$ cat src/rtl/rcxh_pkg.sv
// ----------------------------------------------------------------------------
// rcxh_pkg
// Shared types and constants for the ray / convex hexahedron hit block.
// ----------------------------------------------------------------------------
package rcxh_pkg;

    localparam int NUM_PLANES = 6;
    localparam int PIDX_W     = $clog2(NUM_PLANES);
    localparam int ACC_W      = 52;   // plane value / dot accumulator, signed
    localparam int T_W        = 31;   // ray parameter, unsigned Q15.16
    localparam int FRAC_W     = 16;
    localparam int MUL_W      = 33;   // shared multiplier operand width
    localparam int PROD_W     = 2 * MUL_W;
    localparam int SUM_W      = 64;   // sum of squares
    localparam int RAD_W      = 62;   // sqrt radicand

    localparam logic [T_W-1:0] SAT31     = {T_W{1'b1}};
    localparam logic [15:0]    TOL_RESET = 16'd66;

    localparam logic OP_LOAD  = 1'b0;
    localparam logic OP_QUERY = 1'b1;

    typedef struct packed {
        logic               op;
        logic [2:0]         plane_slot;
        logic signed [31:0] normal_x;
        logic signed [31:0] normal_y;
        logic signed [31:0] normal_z;
        logic signed [31:0] plane_offset;
        logic signed [31:0] origin_x;
        logic signed [31:0] origin_y;
        logic signed [31:0] origin_z;
        logic signed [31:0] dir_x;
        logic signed [31:0] dir_y;
        logic signed [31:0] dir_z;
    } in_item_t;

    typedef struct packed {
        logic               hit;
        logic signed [31:0] hit_x;
        logic signed [31:0] hit_y;
        logic signed [31:0] hit_z;
        logic [T_W-1:0]     ray_param;
        logic [T_W-1:0]     distance;
    } out_item_t;

    typedef struct packed {
        logic signed [31:0] nx;
        logic signed [31:0] ny;
        logic signed [31:0] nz;
        logic signed [31:0] off;
    } plane_t;

endpackage

$ cat src/rtl/rcxh_sqrt.sv
// ----------------------------------------------------------------------------
// rcxh_sqrt
// Integer square root, one result bit per cycle.
// ----------------------------------------------------------------------------
module rcxh_sqrt (
    input  logic                          aclk,
    input  logic                          aresetn,
    input  logic                          start,
    input  logic [rcxh_pkg::RAD_W-1:0]    radicand,
    output logic                          done,
    output logic [rcxh_pkg::T_W-1:0]      root
);

    localparam int RW = rcxh_pkg::RAD_W;

    logic          busy_reg, busy_next;
    logic          done_reg, done_next;
    logic [RW-1:0] val_reg, val_next;
    logic [RW-1:0] res_reg, res_next;
    logic [RW-1:0] bit_reg, bit_next;
    logic [RW:0]   trial;

    always_comb begin
        trial     = {1'b0, res_reg} + {1'b0, bit_reg};
        busy_next = busy_reg;
        done_next = 1'b0;
        val_next  = val_reg;
        res_next  = res_reg;
        bit_next  = bit_reg;
        if (start) begin
            busy_next = 1'b1;
            val_next  = radicand;
            res_next  = '0;
            bit_next  = RW'(1) << (RW - 2);
        end else if (busy_reg) begin
            if ({1'b0, val_reg} >= trial) begin
                val_next = RW'({1'b0, val_reg} - trial);
                res_next = (res_reg >> 1) + bit_reg;
            end else begin
                res_next = res_reg >> 1;
            end
            bit_next = bit_reg >> 2;
            if (bit_reg[0]) begin
                busy_next = 1'b0;
                done_next = 1'b1;
            end
        end
    end

    always_ff @(posedge aclk) begin
        if (!aresetn) begin
            busy_reg <= 1'b0;
            done_reg <= 1'b0;
        end else begin
            busy_reg <= busy_next;
            done_reg <= done_next;
        end
        val_reg <= val_next;
        res_reg <= res_next;
        bit_reg <= bit_next;
    end

    assign done = done_reg;
    assign root = res_reg[rcxh_pkg::T_W-1:0];

endmodule

$ cat config.mk
export PLATFORM = sky130hd
export DESIGN_NAME = rcxh_sqrt
export DESIGN_NICKNAME = d
export VERILOG_FILES = /design/src/rtl/rcxh_pkg.sv /design/src/rtl/rcxh_sqrt.sv
export SDC_FILE = /design/constraint.sdc
export NUM_CORES = 1
export LEC_CHECK = 0
export CAP_MARGIN = 10
export CORE_ASPECT_RATIO = 0.8
export CORE_MARGIN = 5
export CORE_UTILIZATION = 40
export CTS_BUF_LIST = sky130_fd_sc_hd__clkbuf_4
export CTS_CLUSTER_DIAMETER = 100
export DETAILED_ROUTE_END_ITERATION = 16
export DONT_BUFFER_PORTS = 1
export PLACE_DENSITY = 0.64
export SYNTH_ARGS = -nofsm -noshare
export SYNTH_HDL_FRONTEND = slang
export SYNTH_SLANG_ARGS = --single-unit
$ cat constraint.sdc
create_clock -name aclk -period 28.9 [get_ports aclk]
set_input_delay 5.78 -clock aclk [delete_from_list [all_inputs] [get_ports aclk]]
set_output_delay 5.78 -clock aclk [all_outputs]
set_load 0.02 [all_outputs]
# Word-level counts from Yosys, hierarchy flattened
# Cells that the tools add are included.
dict set report op_classes {
  div 0
  n_reduce_logical 4
  n_bitwise 2
  n_lt_le_gt_ge 1
  n_addsub 3
  n_mul 0
  n_eq_ne 0
  n_mux 8
  shift 0
}
# cell count
set ops {}
lappend ops {{two-way mux 62 bit} 4}
lappend ops {{adder 62 x 61 -> 63 bit} 1}
lappend ops {{greater-or-equal comparator 62 x 63 -> 1 bit} 1}
lappend ops {{adder 61 x 61 -> 62 bit} 1}
lappend ops {{subtractor 62 bit} 1}
lappend ops {{two-way mux 1 bit} 4}
lappend ops {{nonzero test 2 bit} 2}
lappend ops {{OR reduction 3 bit} 1}
lappend ops {{NOT 1 bit} 2}
lappend ops {{AND reduction 2 bit} 1}
dict set report totals {
  out_inout_bits 32
  register_bits 157
  mem_bits_rw 0
  latchBits 0
  romBits 0
  mem_count 0
  wordCells 23
}

# Longest topological paths before layout
# Gate-level depths: netlist of the first run.
dict set report depth {
  word_depth 5
  depth_mapped 26
}

# Worst setup path after synthesis of the first run
# OpenSTA, ideal clock, no wires.
dict set report synth_path {
  kind {flip-flop to flip-flop}
  start {register res_reg[24]}
  end {register val_reg[0] (enable)}
  synth_period_minus_slack_ns 9.880
  path_stages_with_launch 25
  path_slack_ns 19.020
  path_buffers 3
  arrival_time_ns 9.312
  cell_sequence {dfxtp_1 -> ha_1 -> a31oi_1 -> o21ai_0 -> o311ai_0 -> nor2_1 -> a21oi_1 -> o211ai_1 -> a31o_2 -> a21oi_1 -> o21ai_0 -> xnor2_1 -> ha_1 -> clkbuf_1 -> nand3_1 -> nor4_1 -> nand4b_1 -> o21a_1 -> a21boi_1 -> nor3_4 -> o21a_4 -> nand2_2 -> clkbuf_1 -> clkbuf_1 -> o21ai_0}
}
dict set report synth_between {
  elab_chain_cells 4
}
# item line_no
set synth_lines {}
lappend synth_lines {{from (decl)} rcxh_sqrt.sv:19} ;# logic [RW-1:0] res_reg, res_next;
lappend synth_lines {{from (signal assigned)} rcxh_sqrt.sv:59} ;# res_reg <= res_next;
lappend synth_lines {{adder 62 x 61 -> 63 bit} rcxh_sqrt.sv:24} ;# trial = {1'b0, res_reg} + {1'b0, bit_reg};
lappend synth_lines {{greater-or-equal comparator 62 x 63 -> 1 bit} rcxh_sqrt.sv:36} ;# if ({1'b0, val_reg} >= trial) begin
lappend synth_lines {{nonzero test 2 bit (no source line)} --}
lappend synth_lines {{AND reduction 2 bit (no source line)} --}
lappend synth_lines {{to (signal assigned)} rcxh_sqrt.sv:58} ;# val_reg <= val_next;
lappend synth_lines {{to (decl)} rcxh_sqrt.sv:18} ;# logic [RW-1:0] val_reg, val_next;
# Every way passes these cells.
# A chain may end at the register's enable or synchronous reset.

# Worst setup path after layout of the first run
dict set report layout_path {
  start {register res_reg[2]}
  end {register val_reg[41] (enable)}
}
# The elaborated chain is that of the path after synthesis.

==> results of run 1 <==
==> layout make-up <==
cell class                 instances  area [µm²]  area share, %
multi-input combinational       1554       10200           67.8
clock buffer                      18         135          0.896
antenna                            1        2.50         0.0166
clock inverter                    14        96.3          0.639
sequential                       157        3770           25.0
inverter                          50         188           1.24
tap                              487         609           4.04
timing repair buffer               8        60.1          0.398
==> power groups by stage <==
stage	Sequential [W]	Combinational (W)	Clock, W
floorplan	0.000339	0.000674	0
global placement	0.000380	0.000836	0
detailed placement	0.000378	0.000844	0
CTS	0.000376	0.000847	0.000132
global route	0.000383	0.000952	0.000140
finish	0.000378	0.000863	0.000128
==> metal layers <==
layer | GRT usage [%] | vias up | part of all wire (%)
met3 | 6.00 | 38 | 9.7
met1 | 35.2 | 6664 | 49
met4 | 4.24 | 4 | 1.0
met5 | 0 | - | 0.068
met2 | 30.3 | 557 | 40
li1 | - | 6818 | -
==> kinds of logic (layout without fill, tap and decap cells) <==
family,Yosys count,after routing,share of synthesized area [%]
compound gates,593,593,26.1
fa+ha+maj,127,127,10.8
buf+inv,187,90,5.74
xor+xnor,135,135,7.98
other cells,0,1,0
simple gates,649,649,20.5
flops,157,157,25.4
mux,50,50,3.49
==> cell usage after synthesis, types with 13 or more instances <==
master	count	area, µm²
and2_1	17	106
ha_1	126	1580
o211ai_1	18	135
a31oi_1	49	307
buf_4	32	240
nand4_1	46	288
a21oi_1	137	686
a31o_2	17	149
inv_1	50	188
or3_1	24	150
xor2_1	68	596
o21bai_1	28	210
a21o_1	31	233
xnor2_1	67	587
mux2i_1	37	370
edfxtp_1	62	1860
o21ai_0	135	676
a211oi_1	48	360
nor3_1	35	175
dfxtp_1	95	1900
clkbuf_1	83	312
a311oi_1	21	184
and3_1	17	106
nor2_1	171	642
nand2_1	218	818
nand3_1	52	260
mux2_2	13	146
==> worst paths after layout <==
check | endpoint | slack (ns) | startpoint
min | bit_reg[60] | 0.56 | bit_reg[60]
min reg2reg | bit_reg[60] | 0.56 | bit_reg[60]
max reg2reg | val_reg[41] | 21.41 | res_reg[2]
max | val_reg[41] | 21.41 | res_reg[2]
==> critical path: stages (launching register included) <==
cell and delay (ns):
dfxtp_1 0.47, ha_1 0.40, a31oi_1 0.19, a211oi_1 0.53
a21oi_1 0.28, o21bai_1 0.58, a41o_1 0.38, a211o_1 0.28
a31oi_1 0.15, o21bai_1 0.29, a21oi_1 0.13, xnor2_1 0.17
ha_1 0.41, nand4_1 0.19, nor4_1 0.30, nand4b_1 0.13
o21a_1 0.22, a21boi_1 0.17, nor3_4 0.23, o21a_4 0.32
nand2_2 0.12, o21ai_4 0.43, buf_4 0.67
==> stage by stage <==
step | util, % | hold slack, ns | worst slack [ns] | instance area, µm² | std cells
floorplan | - | 0.478 | 19.02 | 14800 | 1898
global placement | 40.3 | 0.517 | 21.66 | 14800 | 2256
detailed placement | 40.3 | 0.528 | 21.54 | 14800 | 2256
CTS | 41.0 | 0.560 | 21.48 | 15100 | 2288
global route | 41.0 | 0.577 | 20.88 | 15100 | 2289
finish | 41.0 | 0.557 | 21.41 | 15100 | 2289
==> impl_metrics.toml, run 1 <==
[status]
status = "completed"

[sta]
rsz0062_at_grt = "no"
fin_crit_sh_pct = 25.9
hold_viol = 0
tightest_slew_ns = 1.09
slew_violations = 0
period_needed_ns = 7.49
relSlewSlack_pct = 27.0
setup_violations = 0
clock.fmax_mhz = 134
clock_skew_ns = 0.0268
tns_ns = 0

[worst_setup_path]
path_class = "flip-flop to flip-flop"
startpoint_type = "flip-flop"
cp_data_required_time_ns = 29.18
crit_fanout = 51
r2r_cells = 22
cp-end-kind = "flip-flop"
cp.arrival_ns = 7.76

[placement]
dp_hpwl_mm = 35.2
port_buffers = 0
place.gp.congestion = 0.939

[pwr]
power.density_mw_per_mm2 = 90.8
clkPwrFrac_pct = 9.4
p_sw_share_pct = 51.7
peakVddDrop_mv = 0.0437
leakagePower_nw = 5.58
pwr-share-seq_pct = 27.6
p_switching_w = 0.000708
power.total_w = 0.00137
p_comb_share_pct = 63.0
intPower_w = 0.000661

[detailed_routing]
vias = 14100
antenna_left = 0
wl_per_cell_um = 20.5
drt_drc_violations_left = 0
via_per_inst = 6.15
drt_iter0_markers = 1350
firstDrtPassIters = 7
wl_mm = 47.0

[global_routing]
grt_max_degree = 213
overflow = 0
grt_pass1_wl_mm = 73.7
antenna_found_initial = 4
grt_pass1_vias = 12900
gr-usage-all-layers_pct = 22.4

[floorplanning]
core_mm2 = 0.0368
start_util_pct = 40.3
dieArea_mm2 = 0.0410
ios = 97
die_w_um = 225
chipHeight_um = 182
rows = 63

[clocking]
clkTransAtPathRegs_ns = 0.15
root_buffer = "clkbuf_4"
cts_tree = "done"
holdBufCountCts = 0
cts_buffer_depth = 2
cts.sinks = 157
cts_buffers = 17
cts_setup_buffers = 0
ctsResizeCount = 0
htreeDepth = 4
insertion_delay_ns = 0.65

[layout]
final_common_cell = "nand2_1"
fillers = 3724
fin_nets = 1980
layout-drive-gt1-share_pct = 5.16
syn_to_final_growth_pct = 1.72
final_cell_mix = "nand2_1 (218), nor2_1 (171), a21oi_1 (137)"

[synth]
synth_cell_types = 82
synthesis.nets = 2090
ys.flop_type = "dfxtp_1"
synthArstFlopShare_pct = 0
yosysWarnings = 0
synthCells = 1898
synth_area_mm2 = 0.0148
synth-edff-count = 62
synth_seq_area_share_pct = 25.4
ys_seq_elements = 157
syn_area_per_cell_um2 = 7.81

[worst_hold_path]
hold_class = "flip-flop to flip-flop"
holdPathStages = 1

[run]
maxCapViolCount = 0
No activity file was read; power rests on OpenSTA's default activity.
==> run 2, diff against run 1 <==
--- a/config.mk
+++ b/config.mk
@@ -13,7 +13,7 @@
 export CTS_CLUSTER_DIAMETER = 100
 export DETAILED_ROUTE_END_ITERATION = 16
 export DONT_BUFFER_PORTS = 1
-export PLACE_DENSITY = 0.64
+export PLACE_DENSITY = 0.66
 export SYNTH_ARGS = -nofsm -noshare
 export SYNTH_HDL_FRONTEND = slang
 export SYNTH_SLANG_ARGS = --single-unit
==> constraint.sdc (replaced) <==
create_clock -name aclk -period 6.7 [get_ports aclk]
set_input_delay 1.34 -clock aclk [delete_from_list [all_inputs] [get_ports aclk]]
set_output_delay 1.34 -clock aclk [all_outputs]
set_load 0.02 [all_outputs]
==> run 2 against run 1 <==
Against the previous run: first-iteration DRC count is 18% higher; wire length fell by 0.34%; hold slack improved by 0.012 ns; via count rose by 1.2%; highest routed layer is now met4; final cell count grew 1.5%; setup slack worse by 21 ns; utilization increased by 1.3 points; global-route usage shrank 0.28 points; largest power group unchanged; maximum frequency increased by 19%; clock-buffer cell count increased by 1; power increased to 4.5 times the previous value; sequential share of layout area fell by 0.75 points; critical path type unchanged.
==> impl_metrics.toml, run 2 (synthesis gave the netlist of run 1 again) <==
[status]
status = "completed"

[sta]
rsz0062_at_grt = "no"
fin_crit_sh_pct = 93.8
clock.fmax_mhz = 159
slew_violations = 0
tightest_slew_ns = 1.06
period_needed_ns = 6.29
setup_violations = 0
relSlewSlack_pct = 29.2
clock_skew_ns = 0.0285
tns_ns = 0
hold_viol = 0

[layout]
final_cell_mix = "nand2_1 (218), nor2_1 (171), a21oi_1 (136)"
syn_to_final_growth_pct = 4.85
final_common_cell = "nand2_1"
layout-drive-gt1-share_pct = 7.30
fin_nets = 2016
fin_area_mm2 = 0.0155

[worst_setup_path]
cp_data_required_time_ns = 7.19
path_cells = "ha_1, and2_1, a21oi_1, o21ai_0, a31o_2, a41o_1, a211o_1, a2111oi_0, o21ai_1, nand2_1, xor2_1, ha_1, and3_1, and3_1, nand4b_1, o21a_1, o211ai_1, a211oi_1, a21oi_2, nand2_2, buf_12, nor2_1, o32ai_1"
slowest_stage = "dfxtp_1"
path_class = "flip-flop to flip-flop"
cp.arrival_ns = 6.77
startpoint_type = "flip-flop"
critPathMaxStageDelay_ns = 0.67
crit_fanout = 46
cp-end-kind = "flip-flop"

[floorplanning]
die_w_um = 225
rows = 63
chipHeight_um = 182
ios = 97
dieArea_mm2 = 0.0410
start_util_pct = 40.3
core_mm2 = 0.0368

[global_routing]
grt_pass1_wl_mm = 73.5
antenna_found_initial = 1
gr-usage-all-layers_pct = 22.1
grt_max_degree = 213
grt_pass1_vias = 13000
overflow = 0

[clocking]
holdBufCountCts = 0
insertion_delay_ns = 0.66
cts_buffers = 17
root_buffer = "clkbuf_4"
cts.sinks = 157
cts_buffer_depth = 2
cts_tree = "done"
clkTransAtPathRegs_ns = 0.15
htreeDepth = 4

[detailed_routing]
via_per_inst = 6.13
drt_iter0_markers = 1593
antenna_left = 0
vias = 14300
wl_per_cell_um = 20.1
wl_mm = 46.8
firstDrtPassIters = 6
drt_drc_violations_left = 0

[worst_hold_path]
hold_class = "flip-flop to flip-flop"

[pwr]
peakVddDrop_mv = 0.244
leakagePower_nw = 5.86
power.density_mw_per_mm2 = 400

[placement]
placed_area_mm2 = 0.0151
port_buffers = 0
dp_hpwl_mm = 35.4
place.gp.congestion = 0.911

[run]
maxCapViolCount = 0
-- run 2: power by group --
part,leakage (nW),internal [W],total [W],switching (W)
logic,4.26,0.00147,0.00389,0.00242
clock network,0.207,0.000415,0.000806,0.000392
registers,1.40,0.00132,0.00152,0.000194
-- run 2: final timing paths --
check                     end  slack [ns]  cells after the start        start
setup / recovery  res_reg[28]        0.41                     23  res_reg[18]
hold / removal    bit_reg[60]        0.57                      1  bit_reg[60]
setup reg to reg  res_reg[28]        0.41                     23  res_reg[18]
hold reg to reg   bit_reg[60]        0.57                      1  bit_reg[60]
-- run 2: area by class of cell --
class | instances | area (µm²)
Fill cell | 3758 | 21300
Timing Repair Buffer | 44 | 355
Multi-Input combinational cell | 1554 | 10200
Sequential cell | 157 | 3770
Tap cell | 487 | 609
Antenna cell | 1 | 2.50
Clock inverter | 12 | 244
Inverter | 50 | 188
Clock buffer | 19 | 143
-- run 2: routing by layer --
layer | track usage, % | vias up | share of wire, %
met1 | 35.1 | 6731 | 50
met3 | 5.02 | 31 | 9.4
met4 | 3.19 | 0 | 0.72
li1 | - | 6899 | -
met5 | 0 | - | 0
met2 | 30.7 | 596 | 40
-- run 2: timing repair --
item / 4_1_cts / 5_1_grt
setup buffers: 0 / 0
setup endpoints to repair: 0 / 67
resized for setup: 0 / 3
hold endpoints to repair: 0 / 0
-- run 2: critical path: cells and delay by family (launching register included) --
kind	cells	cell delay, ns
AO/OA/AOI/OAI	12	3.17
XOR/XNOR	1	0.23
AND/OR/NAND/NOR	7	1.13
buffers and inverters	1	0.23
flip-flops	1	0.67
adder cells (fa/ha/maj)	2	0.67
-- run 2: metrics by stage --
step | cells | hold slack [ns] | util [%] | power (W) | worst slack [ns]
floorplan | 1898 | 0.478 | - | 0.00437 | 0.281
global placement | 2292 | 0.534 | 41.1 | 0.00527 | 0.323
detailed placement | 2292 | 0.543 | 41.1 | 0.00532 | 0.243
CTS | 2323 | 0.566 | 42.2 | 0.00615 | 0.190
global route | 2324 | 0.583 | 42.2 | 0.00667 | 0.0953
finish | 2324 | 0.570 | 42.2 | 0.00621 | 0.413
