[src/rtl/rcxh_pkg.sv]
// ----------------------------------------------------------------------------
// rcxh_pkg
// Shared types and constants for the ray / convex hexahedron hit block.
// ----------------------------------------------------------------------------
package rcxh_pkg;

    localparam int NUM_PLANES = 6;
    localparam int PIDX_W     = $clog2(NUM_PLANES);
    localparam int ACC_W      = 52;   // plane value / dot accumulator, signed
    localparam int T_W        = 31;   // ray parameter, unsigned Q15.16
    localparam int FRAC_W     = 16;
    localparam int MUL_W      = 33;   // shared multiplier operand width
    localparam int PROD_W     = 2 * MUL_W;
    localparam int SUM_W      = 64;   // sum of squares
    localparam int RAD_W      = 62;   // sqrt radicand

    localparam logic [T_W-1:0] SAT31     = {T_W{1'b1}};
    localparam logic [15:0]    TOL_RESET = 16'd66;

    localparam logic OP_LOAD  = 1'b0;
    localparam logic OP_QUERY = 1'b1;

    typedef struct packed {
        logic               op;
        logic [2:0]         plane_slot;
        logic signed [31:0] normal_x;
        logic signed [31:0] normal_y;
        logic signed [31:0] normal_z;
        logic signed [31:0] plane_offset;
        logic signed [31:0] origin_x;
        logic signed [31:0] origin_y;
        logic signed [31:0] origin_z;
        logic signed [31:0] dir_x;
        logic signed [31:0] dir_y;
        logic signed [31:0] dir_z;
    } in_item_t;

    typedef struct packed {
        logic               hit;
        logic signed [31:0] hit_x;
        logic signed [31:0] hit_y;
        logic signed [31:0] hit_z;
        logic [T_W-1:0]     ray_param;
        logic [T_W-1:0]     distance;
    } out_item_t;

    typedef struct packed {
        logic signed [31:0] nx;
        logic signed [31:0] ny;
        logic signed [31:0] nz;
        logic signed [31:0] off;
    } plane_t;

endpackage

[src/rtl/rcxh_div.sv]
// ----------------------------------------------------------------------------
// rcxh_div
// Restoring divider: q = num * 2^16 / den, one quotient bit per cycle,
// saturated to 31 bits.
// ----------------------------------------------------------------------------
module rcxh_div (
    input  logic                          aclk,
    input  logic                          aresetn,
    input  logic                          start,
    input  logic [rcxh_pkg::ACC_W-1:0]    num,
    input  logic [rcxh_pkg::ACC_W-1:0]    den,
    output logic                          done,
    output logic [rcxh_pkg::T_W-1:0]      quot
);

    localparam int W  = rcxh_pkg::ACC_W;
    localparam int TW = rcxh_pkg::T_W;
    localparam int FW = rcxh_pkg::FRAC_W;
    localparam int SW = W + TW - FW;   // room for den << (TW-FW)

    logic          busy_reg, busy_next;
    logic          done_reg, done_next;
    logic [4:0]    cnt_reg, cnt_next;
    logic [W-1:0]  rem_reg, rem_next;
    logic [W-1:0]  den_reg, den_next;
    logic [TW-1:0] bits_reg, bits_next;
    logic [TW-1:0] quot_reg, quot_next;

    logic [SW-1:0] den_sh;
    logic [W:0]    rem_sh;
    logic          sat;

    always_comb begin
        den_sh    = SW'(den) << (TW - FW);
        sat       = SW'(num) >= den_sh;
        rem_sh    = {rem_reg, bits_reg[TW-1]};
        busy_next = busy_reg;
        done_next = 1'b0;
        cnt_next  = cnt_reg;
        rem_next  = rem_reg;
        den_next  = den_reg;
        bits_next = bits_reg;
        quot_next = quot_reg;
        if (start) begin
            den_next  = den;
            cnt_next  = 5'(TW - 1);
            rem_next  = num >> (TW - FW);
            bits_next = {num[TW-FW-1:0], {FW{1'b0}}};
            quot_next = '0;
            if (sat) begin
                quot_next = rcxh_pkg::SAT31;
                done_next = 1'b1;
            end else begin
                busy_next = 1'b1;
            end
        end else if (busy_reg) begin
            bits_next = bits_reg << 1;
            if (rem_sh >= {1'b0, den_reg}) begin
                rem_next  = W'(rem_sh - {1'b0, den_reg});
                quot_next = {quot_reg[TW-2:0], 1'b1};
            end else begin
                rem_next  = W'(rem_sh);
                quot_next = {quot_reg[TW-2:0], 1'b0};
            end
            cnt_next = cnt_reg - 5'd1;
            if (cnt_reg == 5'd0) begin
                busy_next = 1'b0;
                done_next = 1'b1;
            end
        end
    end

    always_ff @(posedge aclk) begin
        if (!aresetn) begin
            busy_reg <= 1'b0;
            done_reg <= 1'b0;
            cnt_reg  <= '0;
        end else begin
            busy_reg <= busy_next;
            done_reg <= done_next;
            cnt_reg  <= cnt_next;
        end
        rem_reg  <= rem_next;
        den_reg  <= den_next;
        bits_reg <= bits_next;
        quot_reg <= quot_next;
    end

    assign done = done_reg;
    assign quot = quot_reg;

endmodule

[config.mk]
export PLATFORM = sky130hd
export DESIGN_NAME = rcxh_div
export DESIGN_NICKNAME = d
export VERILOG_FILES = /design/src/rtl/rcxh_pkg.sv /design/src/rtl/rcxh_div.sv
export SDC_FILE = /design/constraint.sdc
export NUM_CORES = 1
export LEC_CHECK = 0
export BUFFER_PORTS_ARGS = -buffer_cell sky130_fd_sc_hd__buf_2
export CAP_MARGIN = 20
export CORE_MARGIN = 2
export CORE_UTILIZATION = 50
export DETAILED_ROUTE_END_ITERATION = 10
export GPL_TIMING_DRIVEN = 1
export PLACE_DENSITY = 0.7
export SLEW_MARGIN = 20
export SYNTH_ARGS = -nofsm -noshare
export SYNTH_HDL_FRONTEND = slang
export SYNTH_SLANG_ARGS = --single-unit
[constraint.sdc]
create_clock -name aclk -period 4.5 [get_ports aclk]
set_input_delay 0.225 -clock aclk [delete_from_list [all_inputs] [get_ports aclk]]
set_output_delay 0.225 -clock aclk [all_outputs]
set_load 0.05 [all_outputs]
# --- Yosys cells after proc, flatten, opt, wreduce, memory -nomap -nowiden ---
# Index checks and enable logic that the tools add are counted.
# Widths: inputs -> output; s select.
classes:
  shifts: 0
  mux: 19
  n_addsub: 2
  div_mod_pow: 0
  n_reduce_logical: 3
  bitwise: 1
  n_eq_ne: 1
  order_cmp: 2
  n_mul: 0
ops:
  columns: ["operator", "n"]
  rows:
  - ["$mux 31", 5]
  - ["$mux 37", 2]
  - ["$ge 52x67->1", 1]
  - ["$ge 53x52->1", 1]
  - ["$mux 52", 1]
  - ["$sub 52x52->52", 1]
  - ["$mux 5", 2]
  - ["$mux 1", 9]
  - ["$logic_not 5->1", 1]
  - ["$sub 5x1->5 const B", 1]
  - ["$ne 2x2->1 const B", 1]
  - ["$reduce_bool 2->1", 1]
  - ["$reduce_or 2->1", 1]
  - ["$not 1->1", 1]
word_totals:
  latch_bits: 0
  ram_bits: 0
  rom_bits: 0
  memories: 0
  regBits: 157

# --- Logic depth before layout (Yosys ltp) ---
# Gate-level depths: netlist (run 1).
depth:
  ltp_word: 4
  depth_mapped: 14

# --- Least setup slack after synthesis (run 1) ---
# OpenSTA, ideal clock, no wires.
synth_timing:
  path_type: "flip-flop to flip-flop"
  start: "reg bits_reg[30]"
  end: "reg rem_reg[26] (data pin)"
  t_arrival_ps: 2916
  stages_incl_launch_ff: 14
  t_required_ps: 4240
  setup_ps: 260
  n_path_buf: 0
  setup_slack_ps: 1324
  path_cell_list: "edfxtp_1 inv_1 ha_1 inv_1 fa_1 a21o_1 a221o_1 a311oi_2 o21ai_1 a21o_1 a21oi_1 xor2_1 o21ai_1 mux2_2"
synth_between:
  elab_chain_cells: 4
  elab_cells_between_ends: 5
synth_lines:
  columns: ["element", "line", "source"]
  rows:
  - ["start: declaration", "rcxh_div.sv:26", "logic [TW-1:0] bits_reg, bits_next;"]
  - ["start signal: assignment", "rcxh_div.sv:85", "bits_reg <= bits_next;"]
  - ["$sub 52x52->52 or $ge 53x52->1 (tied branches)", "rcxh_div.sv:59, rcxh_div.sv:58", null]
  - ["$mux 52 *", "rcxh_div.sv:58", "if (rem_sh >= {1'b0, den_reg}) begin"]
  - ["$mux 37 *", "rcxh_div.sv:56", "end else if (busy_reg) begin"]
  - ["$mux 37 *", "rcxh_div.sv:44", "if (start) begin"]
  - ["net rem_next[26]", "rcxh_div.sv:24", "logic [W-1:0] rem_reg, rem_next;"]
  - ["end signal: assignment", "rcxh_div.sv:83", "rem_reg <= rem_next;"]
  - ["end: declaration", "rcxh_div.sv:24", null]
# The timed path passes the listed nets; every way through them passes the cells marked *. The select of a mux whose other input is x is not followed.
# A chain may end at the register's enable or synchronous reset.

# --- Final worst setup path (run 1) ---
layout_timing:
  start: "reg rem_reg[17]"
  end: "reg rem_reg[51]"
layout_between:
  elab_chain_cells: 2
  elab_cells_between_ends: 3
layout_lines:
  columns: ["element", "line"]
  rows:
  - ["$sub 52x52->52 or $ge 53x52->1 (tied branches)", "rcxh_div.sv:59, rcxh_div.sv:58"]
  - ["$mux 52 *", "rcxh_div.sv:58"]
# Mark *: on every way between the ends. The rest lies on a longest branch, timed or not.

==> impl_results.md, run 1 <==
- Gate Count Post-Synth: 1135
- Initial core utilization: 51.03%
- R2r worst-path depth: 10
- CTS tree: built
- Placed Instances: around 1500
- Worst Skew: 0.01170 ns
- Row count: 53
- Num CTS Buffers: 17
- Multi-input logic area: ~5600 sq um
- Post-CTS Setup Bufs: 0
- Mapped Area: ~11000 sq um
- All-layer global routing usage: around 25%
- Post-synth EDFFs: about 140
- Synth Warn #: 0
- Worst Path Buf+Inv: 1
- Number of routed nets with antenna violations: 0
- DRT Pass-1 Iters: 5
- Crit path max fanout: 16
- Fin. max-slew vios: 0
- CTS max path bufs: 2
- Clock sink count: ~160
- Synth unique cells: 72
- Final setup margin: between 0.7 and 0.8 ns
- Buffers on Ports: between 100 and 150
- Worst-Margin Slew: about 0.87 ns
- Slowest cell on the critical path: nor3_1
- Die Footprint: between 20000 and 25000 sq um
- Mean Syn Cell Area: ~9.5 sq um
- RSZ-0062 raised after global routing: false
- Commonest register cell after synthesis: edfxtp_1
- DR WL/cell: around 18 microns
- CP Class: reg2reg
- CP top delay family: simple AND/OR/NAND/NOR gates
- Endpoints failing setup: 0
- Hold Crit Depth: 1
- N_diodes: 0
- Final critical-path share of the clock period: 83.98%
- Crit end category: register
- Layout cells sized above 1: a little under a fifth
- Max stage delay on crit path: 0.58 ns
- Worst r2r dst: rem_reg[51]$_SDFFE_PP0P_
- Pin count of the biggest net entering global routing: 84
- R2R Setup Slk: 0.72 ns
- DR vias/cell: about 5.7
- Post-synthesis register bit count: roughly 160
- Core ar.: about 21000 sq um
- Detailed Route WL: roughly 28 mm
- Final Wtd Congestion: between 0.9 and 1
- Most frequent CP cell: and3_1
- Worst min-delay path category: in2reg
- Die Y: roughly 150 microns
- Startpoint types: register
- Post-route insts no fill: between 1500 and 2000
- Slew margin rel.: between 40% and 50%
- Mapped Nets: between 1000 and 1500
- H-tree depth: 4
- Number of DRC markers in iteration 0: slightly above 700
- Reg area: approximately 4500 sq um
- Leak pwr: about 5.8 nW
- Root Driver: clkbuf_16
- Reg clk slew, reported paths: around 0.070 ns
- Pre-CTS WS: between 0.7 and 0.8 ns
- Routed vias: around 9000
- Vias in the first global route: between 8000 and 9000
- DP Wirelength: roughly 21 mm
- Clock Latency Late Sink: roughly 0.44 ns
- # resized after CTS: 0
- Worst VDD drop: between 0.2 and 0.25 mV
- Worst-path cell chain: ha_1 > nand4_1 > nor3_1 > and3_1 > nand4b_1 > o2111a_1 > and3_1 > buf_4 > or4_1 > a41oi_1
- Die width: roughly 150 microns
- Layout area overhead: 19.04%
- FMAX: around 260 MHz
- Post-layout minimum cycle time: 3.779 ns
- Placed instance area: 11720 sq um
- Worst reg2reg path startpoint: rem_reg[17]$_DFFE_PP_
- Initial antenna violation count: 0
- I/O Pins: 139
- Arr. time, crit path: 4.14 ns
- Remaining DRCs: 0
- Crit path launch: rem_reg[17]$_DFFE_PP_
- Final hold violation count: 0
- WP data required: 4.86 ns
- Crit path depth: 10
- Final Cell Area: 12810 sq um
- Nets: between 1500 and 2000
- Status: finished, final reports clean
- Power Dens Cells: 401.6 nW/um^2
- Synth async-reset ratio: 0%
- CP endpoint: rem_reg[51]$_SDFFE_PP0P_
- First-pass GRT wire length: roughly 45 mm
- Final core utilization: 60.75%
- Setup TNS Final: 0 ns
- Seq/Total Area, Yosys: a little over two fifths
- Grt ovf: 0
- HP Start: den[38]
- Filler Cells Inserted: roughly 1900
- Max-cap violation count: 0
worst register-to-register path, stage by stage (launching register included):
cell and delay [ns]:
edfxtp_1 0.40, ha_1 0.45, nand4_1 0.20, nor3_1 0.58, and3_1 0.29, nand4b_1 0.11, o2111a_1 0.19, and3_1 0.42
buf_4 0.33, or4_1 0.54, a41oi_1 0.20
synthesized netlist by cell type, types with 4 or more instances:
master	count	area share (%)
a21o_1	45	3.1
nor2_1	68	2.4
nor3_1	11	0.51
a22oi_1	4	0.28
inv_1	141	4.9
xnor2_1	21	1.7
o21ai_0	59	2.7
nand2b_1	4	0.23
o21a_1	11	0.77
or3_1	4	0.23
o31ai_1	5	0.35
xor2_1	24	2.0
ha_1	91	11
a31oi_1	9	0.52
o211ai_1	8	0.56
dfxtp_1	22	4.1
o21bai_1	18	1.3
mux2_2	42	4.4
nand2_1	80	2.8
a21oi_1	102	4.7
and4_1	4	0.33
clkbuf_1	38	1.3
and3_1	20	1.2
edfxtp_1	135	38
nand4_1	28	1.6
nor2b_1	9	0.52
buf_2	8	0.37
a211oi_1	6	0.42
o21ai_1	21	0.98
nand3_1	13	0.60
or4_1	4	0.28
nor4_1	10	0.58
mux2i_1	5	0.47
and2_1	7	0.41
layer usage:
layer	track usage, %	vias up	wire [microns]
li1	-	4454	-
met3	5.242	42	1808
met2	40.52	285	12870
met5	0	-	0
met4	8.084	0	732
met1	34.24	4313	12840
layout make-up:
type,count,share of cell area [%]
Clock buffer,17,3.321
Timing Repair Buffer,199,10.09
Sequential cell,157,35.08
Clock inverter,15,1.279
Tap cell,275,2.686
Inverter,142,4.170
Multi-Input combinational cell,790,43.37
what timing repair did:
| item | CTS | global route |
|---|---|---|
| hold endpoints to repair | 49 | 1 |
| setup endpoints to repair | 0 | 0 |
| hold buffers | 49 | 1 |
logic make-up after synthesis:
family / count (synthesis) / share of synthesized area (%)
flip-flops: 157 / 41.76
multiplexers: 49 / 5.104
XOR/XNOR: 45 / 3.662
buffers and inverters: 188 / 6.650
adder cells (fa/ha/maj): 92 / 10.77
AO/OA/AOI/OAI: 328 / 19.40
AND/OR/NAND/NOR: 276 / 12.65
power by group:
part / switching (mW) / total (mW) / leakage (nW) / internal [mW]
combinational: 1.11 / 1.81 / 3.99 / 0.706
sequential: 0.0847 / 1.87 / 1.55 / 1.78
clock: 0.715 / 1.46 / 0.283 / 0.746
how the worst min path moves through the flow:
stage | to | slack [ns]
after floorplan | den_reg[0]$_DFFE_PP_ | 0.32
after global placement | den_reg[39]$_DFFE_PP_ | 0.42
after detailed placement | den_reg[37]$_DFFE_PP_ | 0.41
after CTS | den_reg[28]$_DFFE_PP_ | 0.002
after global routing | den_reg[38]$_DFFE_PP_ | 0.006
final | den_reg[38]$_DFFE_PP_ | 0.02
metrics by stage:
step / total power, mW / hold WS [ns]
final: 5.145 / 0.02346
after global routing: 5.413 / 0.005907
after CTS: 5.150 / 0.001506
after detailed placement: 3.644 / 0.4120
after global placement: 3.633 / 0.4155
after floorplan: 3.189 / 0.3239
layout by cell type (no fill, tap or decap), types with 4 or more instances in the layout:
master / Yosys / final
a211oi_1: 6 / 6
a21o_1: 45 / 45
a21oi_1: 102 / 102
a22oi_1: 4 / 4
a31oi_1: 9 / 9
and2_1: 7 / 7
and3_1: 20 / 20
and4_1: 4 / 4
buf_2: 8 / 137
buf_4: 0 / 10
clkbuf_16: 0 / 17
dfxtp_1: 22 / 22
dlygate4sd3_1: 0 / 50
edfxtp_1: 135 / 135
ha_1: 91 / 91
inv_1: 141 / 140
inv_6: 0 / 4
inv_8: 0 / 5
mux2_2: 42 / 42
mux2i_1: 5 / 5
nand2_1: 80 / 80
nand2b_1: 4 / 4
nand3_1: 13 / 12
nand4_1: 28 / 28
nor2_1: 68 / 68
nor2b_1: 9 / 9
nor3_1: 11 / 11
nor4_1: 10 / 10
o211ai_1: 8 / 8
o21a_1: 11 / 11
o21ai_0: 59 / 59
o21ai_1: 21 / 21
o21bai_1: 18 / 18
o31ai_1: 5 / 5
or3_1: 4 / 4
or4_1: 4 / 4
xnor2_1: 21 / 21
xor2_1: 24 / 24
Power figures use the tool's default switching activity.
==> inputs of run 2 (changes only) <==
PLACE_DENSITY = 0.72   (was 0.7)
clock period = 3.1 ns   (was 4.5 ns; I/O delays follow)
==> run 2 against run 1 <==
  * The flow now finishes with violations (setup timing)
  * Sequential power grew 47%
  * Final cell count grew 5.0%
  * Via count up 4.5%
  * Critical path depth increased by 3
  * Setup slack got worse by 0.93 ns
  * Utilization up 5.2 points
  * Clock skew is 0.00052 ns lower
  * Clock power up 54%
  * Critical path type unchanged
  * Critical endpoint is now rem_reg[36]$_DFFE_PP_
==> impl_results.md, run 2 (synthesis gave the netlist of run 1 again) <==
- Status: complete, but fails checks
- Failing checks: setup timing
- Overall power: around 8.2 mW
- Worst-Margin Slew: around 0.8 ns
- Final setup margin: -0.2113 ns
- All-layer global routing usage: between 20% and 30%
- Worst r2r dst: rem_reg[36]$_DFFE_PP_
- Detailed Route WL: around 30 mm
- Commonest non-fill, non-tap cell in the layout: inv_1
- Die Y: ~150 microns
- Pin count of the biggest net entering global routing: between 150 and 200
- Crit end category: register
- Root Driver: clkbuf_16
- Endpoints failing setup: 15
- R2R Setup Slk: -0.21 ns
- Num CTS Buffers: 17
- CTS tree: built
- Layout area overhead: 29.26%
- Most frequent cells in the layout: 139 x inv_1, 137 x buf_2, 135 x edfxtp_1
- Arr. time, crit path: 3.60 ns
- Max stage delay on crit path: 0.40 ns
- CP Class: reg2reg
- Crit path max fanout: 5
- DP Wirelength: roughly 22 mm
- Startpoint types: register
- Routed vias: approximately 9500
- WP data required: about 3.4 ns
- Worst VDD drop: 0.4623 mV
- Nets: approximately 1600
- Final Wtd Congestion: just over 0.9
- Worst Skew: around 0.011 ns
- R2r worst-path depth: 13
- Grt ovf: 0
- Hold Crit Depth: 2
- Final hold violation count: 0
- Fin. max-slew vios: 0
- Row count: between 50 and 60
- Slowest cell on the critical path: edfxtp_1
- Total internal power: about 5.2 mW
- Worst Hold End: bits_reg[16]$_SDFFCE_PN0P_
- DR vias/cell: about 5.7
- Setup TNS Final: -1.854 ns
- Vias in the first global route: between 9000 and 10000
- Reg clk slew, reported paths: 0.07 ns
- Number of DRC markers in iteration 0: 731
- Gate power share: between 30% and 40%
- Die width: approximately 150 microns
- Worst reg2reg path startpoint: bits_reg[30]$_DFFE_PP_
- Final critical-path share of the clock period: 106.8%
- Sequential share of power: 33.4%
- Layout cells sized above 1: 26.59%
- Number of routed nets with antenna violations: 0
- Buffers on Ports: 138
- Remaining DRCs: 0
- I/O Pins: 139
- HP Start: num[0]
- DR WL/cell: about 18 microns
- CTS max path bufs: 2
- Post-layout minimum cycle time: 3.311 ns
- Power Dens Cells: around 590 nW/um^2
- Max-cap violation count: 0
- Die Footprint: around 23000 sq um
- First-pass GRT wire length: about 47 mm
- Worst-path cell chain: inv_1 > ha_2 > inv_2 > fa_2 > a21o_1 > a221o_1 > a211o_1 > a31o_1 > a21oi_4 > o31ai_1 > and2_0 > or3_1 > a21oi_1
- Clock power share: ~28%
- FMAX: around 300 MHz
- Core ar.: between 20000 and 25000 sq um
- Leak pwr: approximately 6.3 nW
- DRT Pass-1 Iters: 5
- RSZ-0062 raised after global routing: true
- Switching share of power: 36.87%
- Initial core utilization: approximately half
- P_sw: around 3 mW
- Clock sink count: 157
- Initial antenna violation count: 1
- Clock Latency Late Sink: 0.44 ns
- Slew margin rel.: 47.03%
- Worst min-delay path category: in2reg
- H-tree depth: 4
==> run 2: timing repair <==
| item | 4_1_cts | 5_1_grt |
|---|---|---|
| endpoints found under the setup margin | 18 | 49 |
| hold buffers | 53 | 0 |
| buffers inserted | 5 | 7 |
| resized for setup | 15 | 63 |
| hold endpoints to repair | 53 | 0 |
| pin swaps | 19 | 18 |
==> run 2: worst max path at each step <==
stage	startpoint	to	slack, ns	depth (start not counted)
after global placement	bits_reg[30]$_DFFE_PP_	rem_reg[44]$_SDFFE_PP0P_	-0.16	13
final	bits_reg[30]$_DFFE_PP_	rem_reg[36]$_DFFE_PP_	-0.21	13
after detailed placement	bits_reg[30]$_DFFE_PP_	rem_reg[44]$_SDFFE_PP0P_	-0.20	13
after CTS	bits_reg[30]$_DFFE_PP_	rem_reg[24]$_DFFE_PP_	-0.19	14
after floorplan	bits_reg[30]$_DFFE_PP_	rem_reg[26]$_DFFE_PP_	-0.0007	13
after global routing	bits_reg[30]$_DFFE_PP_	rem_reg[36]$_DFFE_PP_	-0.32	13
==> run 2: through the flow <==
step                utilization, %  setup WS [ns]  hold WS [ns]  instances  cell area (sq um)
floorplan                        -     -0.0007312        0.2539       1135              10770
global placement             58.06        -0.1599        0.3442       1577              12240
detailed placement           58.06        -0.2019        0.3449       1577              12240
CTS                          64.07        -0.1897       0.01293       1667              13510
global route                 65.97        -0.3191       0.01501       1675              13910
finish                       65.97        -0.2113       0.02663       1675              13910
==> run 2: cell type report <==
cell class	instances	area (sq um)
clock inverters	15	211.5
fillers	1712	7177
flip-flops and latches	157	4494
repair buffers	278	1968
multi-input cells	790	5931
diodes	1	2.502
inverters	142	534.3
clock buffers	17	425.4
well taps	275	344.1
==> run 2: routing by layer <==
layer	track usage (%)	share of wire (%)	vias up
met3	5.303	6.7	46
li1	-	-	4614
met4	7.523	2.0	0
met1	36.34	44	4492
met2	43.91	47	353
met5	0	0	-
==> run 2: power by group through the flow <==
stage          Clock [mW]  Sequential [mW]  Combinational, mW
4_1_cts              2.28             2.72               2.93
2_1_floorplan           0             2.88               1.75
3_5_place_dp            0             2.76               2.78
5_1_grt              2.36             2.77               3.48
3_3_place_gp            0             2.76               2.76
6_report             2.25             2.74               3.20
==> run 2: critical path: cells and delay by family (launching register included) <==
family          cells  cell delay [ns]
compound gates      7             1.62
fa+ha+maj           2             0.52
simple gates        2             0.49
flops               1             0.40
buf+inv             2             0.12
